File: src/hw/rtl/mrmf_pkg.sv
// ----------------------------------------------------------------------------
// mrmf_pkg
// Shared types and constants of the masked region minimizer filter.
// ----------------------------------------------------------------------------
`default_nettype none

package mrmf_pkg;

    // Field widths
    localparam int KIND_W  = 2;
    localparam int POS_W   = 31;
    localparam int WORD_W  = 64;
    localparam int SPAN_W  = 8;
    localparam int HALF_W  = SPAN_W - 1;
    // Signed window coordinate and signed overlap term
    localparam int COORD_W = POS_W + 2;
    localparam int TERM_W  = COORD_W + 1;

    localparam int DEF_MAX_INTERVALS = 1024;

    localparam logic [SPAN_W-1:0] SPAN_MASK = 8'hff;

    // Input word kinds
    localparam logic [KIND_W-1:0] KIND_CLEAR = 2'd0;
    localparam logic [KIND_W-1:0] KIND_LOAD  = 2'd1;
    localparam logic [KIND_W-1:0] KIND_MZ    = 2'd2;

    // One stored interval
    typedef struct packed {
        logic [POS_W-1:0] iv_start;
        logic [POS_W-1:0] iv_end;
    } t_entry;

    // Compare results of the overlap unit
    typedef struct packed {
        logic end_le_s;
        logic start_lt_e;
    } t_flags;

endpackage

`default_nettype wire

File: src/hw/rtl/mrmf_ovl_unit.sv
// ----------------------------------------------------------------------------
// mrmf_ovl_unit
// Shared compare and overlap unit with the masked length accumulator.
// ----------------------------------------------------------------------------
`default_nettype none

module mrmf_ovl_unit #(
    parameter int SUM_W = mrmf_pkg::TERM_W + 11
) (
    input  wire                                   i_clk,
    input  wire                                   i_rst_n,
    input  mrmf_pkg::t_entry                      i_entry,
    input  wire signed [mrmf_pkg::COORD_W-1:0]    i_win_s,
    input  wire signed [mrmf_pkg::COORD_W-1:0]    i_win_e,
    input  wire [mrmf_pkg::HALF_W-1:0]            i_half,
    input  wire                                   i_clr,
    input  wire                                   i_term_load,
    output mrmf_pkg::t_flags                      o_flags,
    output logic                                  o_keep
);

    localparam int CW = mrmf_pkg::COORD_W;
    localparam int TW = mrmf_pkg::TERM_W;

    logic signed [CW-1:0] st;
    logic signed [CW-1:0] en;
    logic signed [CW-1:0] ss;
    logic signed [CW-1:0] ee;
    logic signed [TW-1:0] term;

    logic signed [TW-1:0]    r_term;
    logic                    r_term_vld;
    logic signed [SUM_W-1:0] r_sum;

    // Compare the entry against the window and form the overlap term
    always_comb begin
        st = $signed({2'b00, i_entry.iv_start});
        en = $signed({2'b00, i_entry.iv_end});
        ss = (st > i_win_s) ? st : i_win_s;
        ee = (en < i_win_e) ? en : i_win_e;
        term = $signed({ee[CW-1], ee}) - $signed({ss[CW-1], ss});
        o_flags.end_le_s   = (en <= i_win_s);
        o_flags.start_lt_e = (st < i_win_e);
    end

    // Register the term, then add it into the running sum
    always_ff @(posedge i_clk) begin
        if (!i_rst_n || i_clr) begin
            r_term_vld <= 1'b0;
            r_sum      <= '0;
        end else begin
            r_term_vld <= i_term_load;
            if (r_term_vld) begin
                r_sum <= r_sum + $signed({{(SUM_W-TW){r_term[TW-1]}}, r_term});
            end
        end
    end

    always_ff @(posedge i_clk) begin
        r_term <= term;
    end

    // Keep when the masked length is at most half the span
    assign o_keep = (r_sum <= $signed({{(SUM_W-mrmf_pkg::HALF_W){1'b0}}, i_half}));

endmodule

`default_nettype wire

File: config.mk
export PLATFORM = sky130hd
export DESIGN_NAME = mrmf_ovl_unit
export DESIGN_NICKNAME = d
export VERILOG_FILES = /design/src/hw/rtl/mrmf_pkg.sv /design/src/hw/rtl/mrmf_ovl_unit.sv
export SDC_FILE = /design/constraint.sdc
export NUM_CORES = 1
export LEC_CHECK = 0
export ABC_AREA = 1
export BUFFER_PORTS_ARGS = -buffer_cell sky130_fd_sc_hd__buf_2
export CAP_MARGIN = 0
export CORE_MARGIN = 2
export CORE_UTILIZATION = 55
export CTS_CLUSTER_DIAMETER = 50
export DETAILED_ROUTE_END_ITERATION = 6
export PLACE_DENSITY = 0.79
export SETUP_SLACK_MARGIN = 0.15
export SLEW_MARGIN = 20
export SYNTH_ARGS = -nofsm -noshare
export SYNTH_HDL_FRONTEND = slang
export SYNTH_SLANG_ARGS = --single-unit
File: constraint.sdc
create_clock -name i_clk -period 4.1 [get_ports i_clk]
set_input_delay 0.41 -clock i_clk [delete_from_list [all_inputs] [get_ports i_clk]]
set_output_delay 0.41 -clock i_clk [all_outputs]
set_load 0.01 [all_outputs]
Word level (Yosys, flattened, before mapping)
Cells that the tools add are included.
- word-level logic and storage cells: 14
- flip-flop bits (word level): 80
- bits in read-only memories: 0
- bits in writable memories: 0
- memories: 0
- latch bits: 0
- divide/modulo/power cells: 0
- eq/ne operators: 0
- $lt $le $gt $ge: 5
- $mul: 0
- reduce and logical (&&, ||, !) cells: 2
- bitwise gates (word level): 0
- add/subtract/negate cells: 2
- shifts and indexed selects: 0
- muxes and demuxes: 2
- operator list (kind ; number):
    < comparator 32 x 33 -> 1 bit ; 2
    two-way mux 33 bit ; 2
    adder 45 x 34 -> 45 bit ; 1
    less-or-equal comparator 45 x 8 -> 1 bit ; 1
    subtractor 33 x 33 -> 34 bit ; 1
    > comparator 32 x 33 -> 1 bit ; 1
    less-or-equal comparator 32 x 33 -> 1 bit ; 1
    logical NOT 1 bit ; 1
    logical OR 1 bit ; 1

Longest topological paths before layout
Gate-level depths: netlist of the first run.
- depth in word-level cells: 3
- mapped depth: 27

Worst setup path before layout of the first run
OpenSTA, ideal clock, no wires.
- kind: input to register
- start point: in i_win_e[24] (netlist name)
- end point: reg r_term[28]
- stages: 21
- path buffers: 2
- data required time: 3.988 ns
- arrival: 3.689 ns
- setup slack: 0.298 ns
- path through: inv_1 -> ha_1 -> nand2_1 -> nor2_1 -> nand4_1 -> nor3_1 -> nand4_1 -> a21oi_1 -> nor2_1 -> ha_1 -> clkbuf_1 -> clkbuf_1 -> o21ai_0 -> ha_1 -> fa_1 -> o21ai_2 -> a21oi_2 -> o21ai_1 -> nand3_1 -> nand3_1 -> nand2_1
- cells in the longest elaborated chain, start to end: 3
- RTL lines (what ; RTL line ; text):
    from (decl) ; mrmf_ovl_unit.sv:14 ; input wire signed [mrmf_pkg::COORD_W-1:0] i_win_e,
    < comparator 32 x 33 -> 1 bit ; mrmf_ovl_unit.sv:40 ; ee = (en < i_win_e) ? en : i_win_e;
    two-way mux 33 bit (*) ; mrmf_ovl_unit.sv:40 ;
    subtractor 33 x 33 -> 34 bit (*) ; mrmf_ovl_unit.sv:41 ; term = $signed({ee[CW-1], ee}) - $signed({ss[CW-1], ss});
    via term[28] ; mrmf_ovl_unit.sv:29 ; logic signed [TW-1:0] term;
    to (signal assigned) ; mrmf_ovl_unit.sv:60 ; r_term <= term;
    to (decl) ; mrmf_ovl_unit.sv:31 ; logic signed [TW-1:0] r_term;
Mark *: on every way through the listed nets, which the timed path passes. The rest lies on a longest branch.
A chain may end at the register's enable or synchronous reset.

Final worst setup path of the first run
- start point: in i_win_e[24] (netlist name)
- end point: reg r_term[29]
The elaborated chain is that of the path after synthesis.

==> flow_results.org, run 1 <==
** Yosys
- Commonest register cell after synthesis :: sky130_fd_sc_hd__dfxtp_1
- Yosys top cell area share :: about 21%
- Library cell occupying the most area in the post-synthesis netlist :: sky130_fd_sc_hd__ha_1
- Post-synthesis async set-or-reset flop share :: 0%
- YS warnings :: 0
- Number of flops mapped to enable cells by yosys :: 0
- The synthesized netlist contains 49 unique library cells.
- The average instance in the mapped netlist occupies around 6 µm².
- Cells after Synth :: approximately 2100
- Counting instances in the post-synthesis netlist gives the leading cell types as sky130_fd_sc_hd__nand2_1, sky130_fd_sc_hd__inv_1, sky130_fd_sc_hd__ha_1.
- Counting every net in the synthesized netlist gives between 2000 and 2500.
- Most numerous cell in the Yosys netlist :: sky130_fd_sc_hd__nand2_1
- Sequential share of the synthesized area :: between 10 and 15%
- Combined area of all synthesized cells :: 12600 µm²
- Dominant cells by area after synthesis :: sky130_fd_sc_hd__ha_1, sky130_fd_sc_hd__nand2_1, sky130_fd_sc_hd__dfxtp_1
- Seq cells post-synth :: 80

** Setup path
- Crit-path max FO :: 36
- The critical path in this run is classified as in -> reg.
- Origin of the critical flop-to-flop path :: r_term[33]
- Startpoint class of the critical path :: input pin
- Reg-to-reg slack, setup :: between 1500 and 2000 ps
- Depth of the worst register-to-register path :: 11
- Data on the critical path is required at its endpoint by 4340 ps.
- The worst register-to-register path ends at r_sum[43].
- Data on the critical path arrives at its endpoint at 3950 ps.
- The worst setup path is captured at a flip-flop.

** STA
- Post-route fraction of the period consumed by the critical path :: approximately 91%
- The final count of pins violating max slew was 0.
- RSZ-0062 raised after global routing :: yes
- The count of final hold-check violations was 0.
- The worst pin sits at a relative slew slack of between 20% and 30%.
- Highest attainable clock frequency :: ~270 MHz
- On the final layout, the worst clock skew is about 12 ps.
- Setup-violating endpoint count in the final report :: 0
- Worst Max-Slew Pin Slew :: 1050 ps
- After layout, the worst setup slack is 384 ps.
- The worst path needs between 3000 and 4000 ps of the cycle, external delays included.

** Clock network
- Clock root buffer :: sky130_fd_sc_hd__clkbuf_16
- TritonCTS built the clock tree.
- In this run the number of H-tree levels came out at 3.
- Number of clock sinks seen by CTS :: 80
- Reg clk slew, reported paths :: 70 ps
- Buffer levels on the longest clock path :: 2
- The number of clock buffers added by TritonCTS is 9.
- Worst-skew pair later-pin latency :: 350 ps

** Place
- In this run, placement finished with an instance count of approximately 2600.
- Post-placement worst setup slack :: -241 ps
- Global placement routability congestion :: between 1 and 1.5
- Post-detailed-placement half-perimeter wirelength :: 35100 µm
- Port buffering added between 100 and 150 buffers.

** Finish
- Area growth, synth to finish :: 15.1%
- Fraction of the core area covered by cells at the end of the flow :: roughly 64%
- The finished layout holds ~2600 standard cells, fillers aside.
- Layout cell share with drive strength beyond 1 :: 14.3%
- The repair_antennas step left the layout with diodes totalling 0.
- In the final design database the tool counted 2657 nets.

** Power
- VDD IR-drop max :: around 0.22 mV
- Per report_power, the sequential group accounts for between 20 and 25% of the total.
- The clock network accounts for 19.0% of the total power.
- Switching power :: 0.00214 W
- Cell area power density :: 313 nW/µm²
- Cell internal power dissipation :: 0.00240 W
- For this design the static power due to leakage is 8.33 nW.
- Net switching share of the total power :: a little under half
- Combinational Power Share :: 57.9%

** Route
- Drt drc :: 0
- Routed length per instance :: 15.9 µm
- Dividing the detail-routed via count by the number of cells gives 5.46.
- Total iterations of the first detailed-routing run :: 6
- The detailed router placed approximately 14000 vias in this run.
- Post-Route WL :: 41200 µm
- Number of DRC markers after the initial detailed-route iteration :: 1004
- In this run the remaining antenna-violating nets after routing total 0.

** Global route
- The initial antenna violation count was 0.
- Largest net degree at the start of global routing :: 60
- Summed over all layers, the global routing overflow is 0.
- First-pass GRT wire length :: 66000 µm
- Number of global-route vias before repair :: 13600
- GRT Overall Usage :: 33.9%

** Floorplanning
- The die covers 24100 µm².
- The floorplan has 55 rows.
- Die Y-Extent :: 155 µm
- Core outline area :: 22600 µm²
- Floorplan die width :: 155 µm
- For this design the top-level I/O count stands at 142.
- Initial standard-cell utilization of the core :: 55.8%

** Flow run
- Max-cap violations in this run came to 0.

** Hold path
- The startpoint identified for the worst hold timing path is i_term_load.
- For hold timing, the worst endpoint is r_term_vld.
- The tightest min-delay check is of the in -> reg type.
- Worst Hold Path Cells :: 3

** Outcome
- The flow ran to the end, and the final reports show no timing, DRC or antenna violations.
==> metal layers <==
layer	vias up	track usage (%)	part of all wire, %
met1	6307	43.7	43
met4	0	11.0	3.3
met3	91	2.65	7.0
met5	-	0	0
li1	7236	-	-
met2	556	59.8	46
==> flip-flops by register name (all words and copies together) (netlist names) <==
register,count
r_sum,45
r_term,34
r_term_vld,1
==> power by group through the flow <==
stage | combinational (W) | sequential [W] | clock (W)
after floorplan | 0.00179 | 0.00100 | 0
after global placement | 0.00250 | 0.00106 | 0
after detailed placement | 0.00254 | 0.00106 | 0
after CTS | 0.00256 | 0.00105 | 0.000867
after global routing | 0.00293 | 0.00106 | 0.000898
final | 0.00263 | 0.00105 | 0.000863
==> worst max-delay path, cell delays in order <==
cell,delay [ps]
sky130_fd_sc_hd__buf_2,70
sky130_fd_sc_hd__inv_1,60
sky130_fd_sc_hd__ha_1,300
sky130_fd_sc_hd__nand2_1,80
sky130_fd_sc_hd__nor2_1,150
sky130_fd_sc_hd__nand4_1,110
sky130_fd_sc_hd__nor3_2,240
sky130_fd_sc_hd__nand4_1,110
sky130_fd_sc_hd__a21oi_1,160
sky130_fd_sc_hd__nor2_2,80
sky130_fd_sc_hd__ha_4,300
sky130_fd_sc_hd__buf_12,180
sky130_fd_sc_hd__nand2_1,70
sky130_fd_sc_hd__o21ai_1,110
sky130_fd_sc_hd__ha_1,320
sky130_fd_sc_hd__a21oi_1,270
sky130_fd_sc_hd__nand2_2,140
sky130_fd_sc_hd__a21boi_1,270
sky130_fd_sc_hd__o21ai_2,140
sky130_fd_sc_hd__nand2_1,100
sky130_fd_sc_hd__nand3_1,100
sky130_fd_sc_hd__xor2_1,160
==> cell families after synthesis <==
| kind of cell | synth area share (%) |
|---|---|
| compound gates | 13.0 |
| xor+xnor | 3.41 |
| fa+ha+maj | 20.9 |
| buf+inv | 12.2 |
| flops | 12.7 |
| other cells | 0.0298 |
| simple gates | 37.8 |
==> metrics by stage <==
step | hold slack, ps | cell area, µm² | power [W] | setup TNS (ps)
after floorplan | 455 | 12600 | 0.00279 | 0
after global placement | 467 | 14100 | 0.00356 | -1080
after detailed placement | 483 | 14100 | 0.00360 | -1510
after CTS | 271 | 14400 | 0.00447 | 0
after global routing | 280 | 14500 | 0.00488 | 0
final | 268 | 14500 | 0.00454 | 0
==> final cells by class <==
type                            instances  area [µm²]
Fill cell                            2234        8070
Inverter                              361        1360
Multi-Input combinational cell       1631        9510
Timing Repair Buffer                  226        1370
Tap cell                              285         357
Clock buffer                           10         239
Clock inverter                          6        71.3
Sequential cell                        80        1600
==> layout by cell type, fill, tap and decap left out, drive strengths merged, types with 3 or more instances in the layout <==
cell / netlist / layout
nand2: 590 / 590
inv: 361 / 364
nor2: 227 / 227
buf: 12 / 226
ha: 207 / 207
a21oi: 156 / 156
nand3: 125 / 125
o21ai: 115 / 115
dfxtp: 80 / 80
nand4: 54 / 54
xor2: 41 / 41
nand3b: 32 / 32
nor3: 18 / 18
nor4: 15 / 15
o21bai: 10 / 10
clkbuf: 22 / 10
xnor2: 8 / 8
o21a: 6 / 6
a21o: 4 / 4
o211ai: 3 / 3
a31oi: 3 / 3
or2: 3 / 3
==> timing repair <==
item | 4_1_cts | 5_1_grt
hold endpoints to repair | 0 | 0
hold buffers | 0 | 0
setup buffers | 0 | 5
pin swaps | 0 | 7
gates resized for setup | 1 | 16
setup endpoints to repair | 1 | 27
==> how the worst max path moves through the flow <==
| stage | from | to | slack, ps | depth (start not counted) |
|---|---|---|---|---|
| global placement | i_win_e[28] | r_term[23] | -230 | 18 |
| detailed placement | i_win_e[28] | r_term[23] | -240 | 18 |
| CTS | i_win_e[6] | r_term[23] | 160 | 20 |
| floorplan | i_win_e[24] | r_term[28] | 300 | 21 |
| finish | i_win_e[24] | r_term[29] | 380 | 22 |
| global route | i_win_e[4] | r_term[21] | 120 | 29 |
(Power assumes the default switching activity.)
==> run 2, diff against run 1 <==
- PLACE_DENSITY: 0.79 -> 0.76
- clock period: 4.1 -> 4.7 ns (I/O delays scaled with it)
==> run 2 against run 1 <==
- largest power group unchanged
- combinational power fell by 18%
- core utilization down 2.8 points
- first-iteration DRC count fell by 16%
- setup slack improved by 95 ps
- via count down 1.5%
- non-clock buffer count decreased by 76
- clock skew fell by 1.4 ps
- die area did not move
- sequential share of layout area up 0.50 points
- clock power decreased by 14%
==> flow_results.org, run 2 (synthesis gave the netlist of run 1 again) <==
** Outcome
- The run finished with clean final reports.

** STA
- Post-route fraction of the period consumed by the critical path :: about nine tenths
- Setup-violating endpoint count in the final report :: 0
- For the finished layout, the period the worst path requires is approximately 4200 ps.
- Final clock skew :: 10.5 ps
- The final count of pins violating max slew came to 0.
- Sum of negative setup slack :: 0 ps
- At the pin with the least slew margin, the transition time is between 1000 and 1500 ps.
- Setup repair after global routing left no endpoint under its margin.
- Highest attainable clock frequency :: 237 MHz
- In this run the tightest slew margin relative to its limit is 30.1%.
- Setup slack closes at ~480 ps.
- The count of final hold-check violations is 0.

** Finish
- Layout cell share with drive strength beyond 1 :: between 10% and 20%
- Area growth, synth to finish :: 10.1%
- The largest registers in the layout are r_sum: 45 flops, r_term: 34 flops, r_term_vld: 1 flops.
- Max reg flops :: 45
- Leading cell types in the layout, fill and taps excluded :: sky130_fd_sc_hd__nand2_1, sky130_fd_sc_hd__inv_1, sky130_fd_sc_hd__ha_1, sky130_fd_sc_hd__nor2_1, sky130_fd_sc_hd__a21oi_1
- Leading cell type in the layout, fill and taps excluded :: sky130_fd_sc_hd__nand2_1
- Number of nets in the layout :: 2581
- Diode count :: 0
- Register with the most flip-flops :: r_sum

** Clock network
- Reg clk slew, reported paths :: approximately 70 ps
- Count of H-tree levels built during CTS :: 3
- Worst-skew pair later-pin latency :: 350 ps
- Number of buffers created by CTS :: 9
- TritonCTS built the clock tree.
- Counting along the longest clock path gives a buffer depth of 2.
- Setup repair bufs after CTS :: 0
- In this run the clock root is driven by a sky130_fd_sc_hd__clkbuf_16.
- Number of clock sinks seen by CTS :: 80

** Setup path
- Crit path kind :: in -> reg
- Critical path's largest stage delay :: between 400 and 500 ps
- On the critical path, the stage with the largest delay is an instance of sky130_fd_sc_hd__nor3_1.
- STA puts the critical path data arrival time at 4500 ps.
- Along the worst path, the maximum fanout reaches 57.
- Cell count along the critical path :: 23
- Worst path buffer plus inverter count :: 5
- Startpoint class of the critical path :: input pin
- Cells along the critical path :: buf_2 -> inv_1 -> ha_1 -> nand2_1 -> inv_1 -> nand3_1 -> nor3_1 -> nand2_1 -> nand2_1 -> nand2_1 -> nand2_1 -> nor2_1 -> ha_1 -> buf_12 -> o21ai_0 -> ha_1 -> nand2_1 -> nor2_1 -> inv_1 -> nor3_1 -> nand4_1 -> nand2_1 -> xor2_1
- Required time reported for the critical path endpoint :: 4980 ps
- Critical path capture point type :: flip-flop
- The number of cells on the worst reg-to-reg path is 11.
- Most frequent CP cell :: sky130_fd_sc_hd__nand2_1
- In this design, the largest share of critical-path delay is due to simple AND/OR/NAND/NOR gates.

** Floorplanning
- For this configuration, the core starts out at a cell density of 55.8%.
- The die is approximately 160 µm tall.
- The total area inside the core boundary comes to between 20000 and 25000 µm².
- Area of the die :: 24100 µm²
- 142 I/O pins were placed.
- The floorplan step set the die width to 155 µm.
- After floorplanning, the core was divided into between 50 and 60 placement rows.

** Place
- PortBufs :: ~140
- Post-placement worst setup slack :: 74.6 ps
- At the end of routability-driven placement, the weighted congestion stood at just over 1.
- Post-detailed-placement half-perimeter wirelength :: about 35000 µm

** Route
- Total iterations of the first detailed-routing run :: 7
- After the first detailed-routing iteration, the DRC count stood at roughly 840.
- Overall via count from detail_route :: 14000
- Routed length per instance :: roughly 16 µm
- In the routed layout, each cell is associated on average with a via count of 5.54.
- Post-detailed-route count of antenna-violating nets :: 0
- Post-Route WL :: 41300 µm
- In the routed design, unresolved DRC markers number 0.

** Power
- Combinational Power Share :: 56.5%
- Clock network fraction of design power :: between 10% and 20%
- The analysis attributes to cell leakage a power of between 7 and 8 nW.
- In this run switching power makes up 48.6% of total power.
- VDD IR-drop max :: 0.159 mV
- Dividing total power by cell area gives a power density of 275 nW/µm².
- Cell internal power dissipation :: roughly 0.0020 W
- For this design the total switching power over the nets is 0.00186 W.
- Sequential cells burn 24.1% of the power.

** Global route
- Number of global-route vias before repair :: 13100
- Aggregate global routing overflow :: 0
- GRT Overall Usage :: between 30% and 40%
- The first global-routing pass estimated 65500 µm of wire.
- Antenna violations before repair :: 0
- Entering global routing, the biggest net connects slightly above 60 pins.

** Hold path
- Worst Hold Path Cells :: 3
- The tightest min-delay check is of the in -> reg type.

** Flow run
- Across the run, the number of max-cap violations was 0.
==> run 2: cell count changes in the layout (fill, tap and decap cells not counted), sizes merged <==
cell      previous run  this run
buf                226       150
inv                364       363
clkinvlp             2         0
clkinv               0         4
clkbuf              10         9
==> run 2: routing by layer <==
layer / vias up / global-route usage (%) / routed length, µm
li1: 7100 / - / -
met1: 6278 / 43.9 / 18400
met5: - / 0 / 0
met2: 512 / 58.6 / 19100
met4: 0 / 11.2 / 1270
met3: 82 / 3.04 / 2490
==> run 2: worst paths after layout <==
check                             endpoint  slack, ps   startpoint
worst max-delay path            r_term[20]        480  i_win_e[16]
worst min-delay path            r_term_vld        320  i_term_load
worst max register to register   r_sum[44]       2240   r_term[33]
worst min register to register    r_sum[0]        500     r_sum[0]
==> run 2: what timing repair did <==
item | in CTS | in global routing
hold buffers | 0 | 0
endpoints found under the setup margin | 0 | 2
gates resized for setup | 0 | 1
==> run 2: power by group through the flow <==
stage	Sequential (W)	Clock [W]	Combinational [W]
3_5_place_dp	0.000931	0	0.00210
3_3_place_gp	0.000931	0	0.00208
4_1_cts	0.000918	0.000753	0.00212
2_1_floorplan	0.000876	0	0.00156
5_1_grt	0.000928	0.000777	0.00240
6_report	0.000921	0.000742	0.00216
==> run 2: area by class of cell <==
type | count | area (µm²)
Clock inverter | 7 | 78.8
Timing Repair Buffer | 150 | 786
Tap cell | 285 | 357
Multi-Input combinational cell | 1631 | 9470
Inverter | 361 | 1360
Clock buffer | 9 | 225
Fill cell | 2320 | 8700
Sequential cell | 80 | 1600
==> run 2: through the flow <==
step / total power (W) / area, µm² / hold WS [ps] / util (%) / instances
floorplan: 0.00244 / 12600 / 455 / - / 2106
global placement: 0.00301 / 13600 / 473 / 60.1 / 2507
detailed placement: 0.00303 / 13600 / 494 / 60.1 / 2507
CTS: 0.00379 / 13900 / 320 / 61.5 / 2523
global route: 0.00411 / 13900 / 321 / 61.5 / 2523
finish: 0.00382 / 13900 / 323 / 61.5 / 2523
==> run 2: worst register-to-register path: cells and delay by family (launching register included) <==
family                     cells  cell delay [ps]
buffers and inverters          2              110
adders and majority gates      1              440
and+or+nand+nor                6              570
DFF                            1              800
AOI/OAI and AO/OA              2              450
==> run 3, diff against run 2 <==
- PLACE_DENSITY: 0.76 -> unset
- PLACE_DENSITY_LB_ADDON: unset -> 0.2
==> run 3 against run 2 <==
- the flow now finishes with violations (design-rule violations)
- cell count grew 0.12%
- power grew 1.8%
- clock skew grew 2.6 ps
- core utilization grew 0.23 points
- setup slack lost 23 ps
- clock power grew 10%
- wire length shrank 2.0%
- combinational power is essentially flat
- count of clock-buffer cells in the layout is the same
- final area grew 0.38%
- die area is the same
- largest power group unchanged
==> flow_results.org, run 3 (synthesis gave the netlist of run 1 again) <==
** Outcome
- The run finished, with violations left.
- The checks that failed: design-rule violations.

** STA
- Time the worst path needs with I/O delays and setup :: 4240 ps
- Crit path setup slack, layout :: 456 ps
- Setup violations remaining at the end of the flow were counted as 0.
- In the final timing run, aggregate negative setup slack is 0 ps.
- Post-route fraction of the period consumed by the critical path :: between 90% and 100%
- The final count of pins violating max slew is 0.
- Final hold violations :: 0
- Final clock skew :: ~13 ps
- Slew headroom :: 30.3%
- RSZ-0062 raised after global routing :: no
- Highest attainable clock frequency :: 236 MHz
- For the pin with the worst max-slew slack, the measured transition is 1040 ps.

** Clock network
- Number of clock sinks seen by CTS :: 80
- Worst-skew pair later-pin latency :: 350 ps
- The H-tree generated during clock tree synthesis spans 3 levels.
- # hold bufs at CTS :: 0
- Buffer levels on the longest clock path :: 2
- Clock tree synthesis inserted a total of 9 buffers.
- Setup repair bufs after CTS :: 0
- Clock tree from TritonCTS :: done
- Clock-pin slew was measured on the worst setup and hold paths at 70 ps.
- Gates resized during post-CTS repair numbered 0.
- Clock tree synthesis selected as its root buffer the cell sky130_fd_sc_hd__clkbuf_16.

** Setup path
- Data arrives at the worst endpoint at 4500 ps.
- Depth of the worst register-to-register path :: 11
- The endpoint identified for the worst register-to-register timing path is r_sum[42].
- STA classifies the critical path endpoint as a flip-flop.
- Master of the slowest instance on the critical path :: sky130_fd_sc_hd__ha_1
- Worst path buffer plus inverter count :: 4
- The most critical setup path has its startpoint at i_win_e[24].
- Cell family with the largest share of critical-path delay :: simple AND/OR/NAND/NOR gates
- The worst setup path is launched from an input pin.
- Cells along the critical path :: buf_2 -> inv_1 -> ha_1 -> nand2_1 -> nor2_1 -> nand4_1 -> nor3_1 -> nand4_1 -> a21oi_1 -> nor2_1 -> ha_1 -> buf_12 -> nand2_1 -> o21ai_0 -> ha_1 -> nand2_1 -> nor2_1 -> inv_1 -> nor3_1 -> nand4_1 -> nand2_1 -> xor2_1
- Reg-to-reg slack, setup :: 2240 ps
- The startpoint identified for the worst register-to-register timing path is r_term[33].
- Required time reported for the critical path endpoint :: 4950 ps
- The most numerous cell type found on the critical path is sky130_fd_sc_hd__nand2_1.
- Crit path kind :: in -> reg
- Critical path's largest stage delay :: 420 ps
- Crit-path max FO :: 42

** Floorplanning
- During I/O placement, the number of pins put on the boundary was 142.
- The die is 155 µm wide.
- The die covers 24100 µm².
- Die Y-Extent :: 155 µm
- Site Rows :: 55
- Core outline area :: around 23000 µm²
- Initial standard-cell utilization of the core :: 55.8%

** Power
- Relative contribution of sequential cells to total power :: a little under a quarter
- Combinational logic burns 55.3% of the power.
- VDD IR-drop max :: 0.176 mV
- Cell internal power dissipation :: 0.00203 W
- Clock network fraction of design power :: 21.0%
- Net switching is 47.8% of the power.
- Switching power :: 0.00186 W
- In this run the static leakage power is 7.98 nW.
- Dividing total power by cell area gives a power density of approximately 280 nW/µm².

** Finish
- The number of antenna diodes in the final layout is 0.
- The register with the most flip-flops in the layout has 45 of them.
- Leading cell type in the layout, fill and taps excluded :: sky130_fd_sc_hd__nand2_1
- Registers with the most flip-flops :: r_sum: 45 flops, r_term: 34 flops, r_term_vld: 1 flops
- Register with the most flip-flops :: r_sum
- Leading cell types in the layout, fill and taps excluded :: sky130_fd_sc_hd__nand2_1, sky130_fd_sc_hd__inv_1, sky130_fd_sc_hd__ha_1, sky130_fd_sc_hd__nor2_1, sky130_fd_sc_hd__a21oi_1
- Number of nets in the layout :: 2584
- Layout cell share with drive strength beyond 1 :: 11.2%
- Area growth, synth to finish :: 10.5%

** Global route
- Antenna violations before repair :: 0
- Aggregate global routing overflow :: 0
- Global routing consumed, over all layers together, 33.2% of the routing resources.
- Entering global routing, the biggest net connects 61 pins.
- First-pass GRT wire length :: 64400 µm
- Number of global-route vias before repair :: 13100

** Route
- In the routed layout, each cell is associated on average with a via count of 5.48.
- In this run, the number of DRC markers left after iteration 0 of detailed routing was 915.
- Drt drc :: 3
- For this block, the routed nets add up to 40400 µm of wire.
- The detail route stage leaves a number of antenna-violating nets equal to 0.
- After detailed routing, the average wire length per cell comes to 16.0 µm.
- The routed layout has 13800 vias.
- The first detailed-routing pass ran for 7 iterations.

** Place
- Global placement routability congestion :: 1.02
- Detailed placement finished with a half-perimeter wire length of between 30000 and 40000 µm.
- The count of buffers added on input and output ports is 141.
- OpenSTA, run right after detailed placement, puts the worst setup slack at 276 ps.

** Hold path
- Worst Hold Path Cells :: 3
- The path with the worst hold slack has its endpoint at r_term_vld.
- The startpoint identified for the worst hold timing path is i_term_load.
- In this run the worst hold path is classified as in -> reg.

** Flow run
- Max-cap violations in this run came to 0.
-- run 3: metrics by stage --
stage                     instances  instance area, µm²  total power [W]  hold slack [ps]  utilization, %
after global placement         2510               13600          0.00302              472            60.2
final                          2526               13900          0.00389              326            61.7
after global routing           2526               13900          0.00417              335            61.7
after CTS                      2526               13900          0.00387              321            61.7
after detailed placement       2510               13600          0.00304              480            60.2
after floorplan                2106               12600          0.00244              455               -
-- run 3: routing by layer --
metal	wire, µm	part of all wire (%)	up-vias	GRT usage (%)
li1	-	-	7107	-
met1	18000	45	6177	42.8
met2	18800	46	489	58.5
met3	2420	6.0	70	2.45
met4	1230	3.0	0	11.3
met5	0	0	-	0
-- run 3: area by class of cell --
| cell class | instances | area [µm²] |
|---|---|---|
| fillers | 2317 | 8650 |
| repair buffers | 153 | 808 |
| well taps | 285 | 357 |
| inverters | 361 | 1360 |
| clock buffers | 9 | 225 |
| clock inverters | 7 | 109 |
| flip-flops and latches | 80 | 1600 |
| multi-input cells | 1631 | 9470 |
-- run 3: how the worst max path moves through the flow --
stage                  to  cells after the start
2_1_floorplan  r_term[28]                     21
3_3_place_gp   r_term[19]                     21
3_5_place_dp   r_term[19]                     22
4_1_cts        r_term[19]                     22
5_1_grt        r_term[19]                     21
6_report       r_term[19]                     22
-- run 3: power by group through the flow --
stage          sequential (W)  clock (W)  combinational (W)
4_1_cts              0.000920   0.000825            0.00212
2_1_floorplan        0.000876          0            0.00156
5_1_grt              0.000932   0.000844            0.00239
3_3_place_gp         0.000932          0            0.00208
6_report             0.000922   0.000816            0.00215
3_5_place_dp         0.000934          0            0.00210
-- run 3: worst register-to-register path, cell delays in order (launching register included) --
cell and delay, ps:
sky130_fd_sc_hd__dfxtp_1 790, sky130_fd_sc_hd__ha_1 400, sky130_fd_sc_hd__nand2_1 170, sky130_fd_sc_hd__inv_1 60, sky130_fd_sc_hd__a21oi_1 250, sky130_fd_sc_hd__nand2_1 160, sky130_fd_sc_hd__a21oi_1 190, sky130_fd_sc_hd__nand3_1 100
sky130_fd_sc_hd__nand2_1 60, sky130_fd_sc_hd__nand3_1 70, sky130_fd_sc_hd__nand2_1 90, sky130_fd_sc_hd__inv_1 30
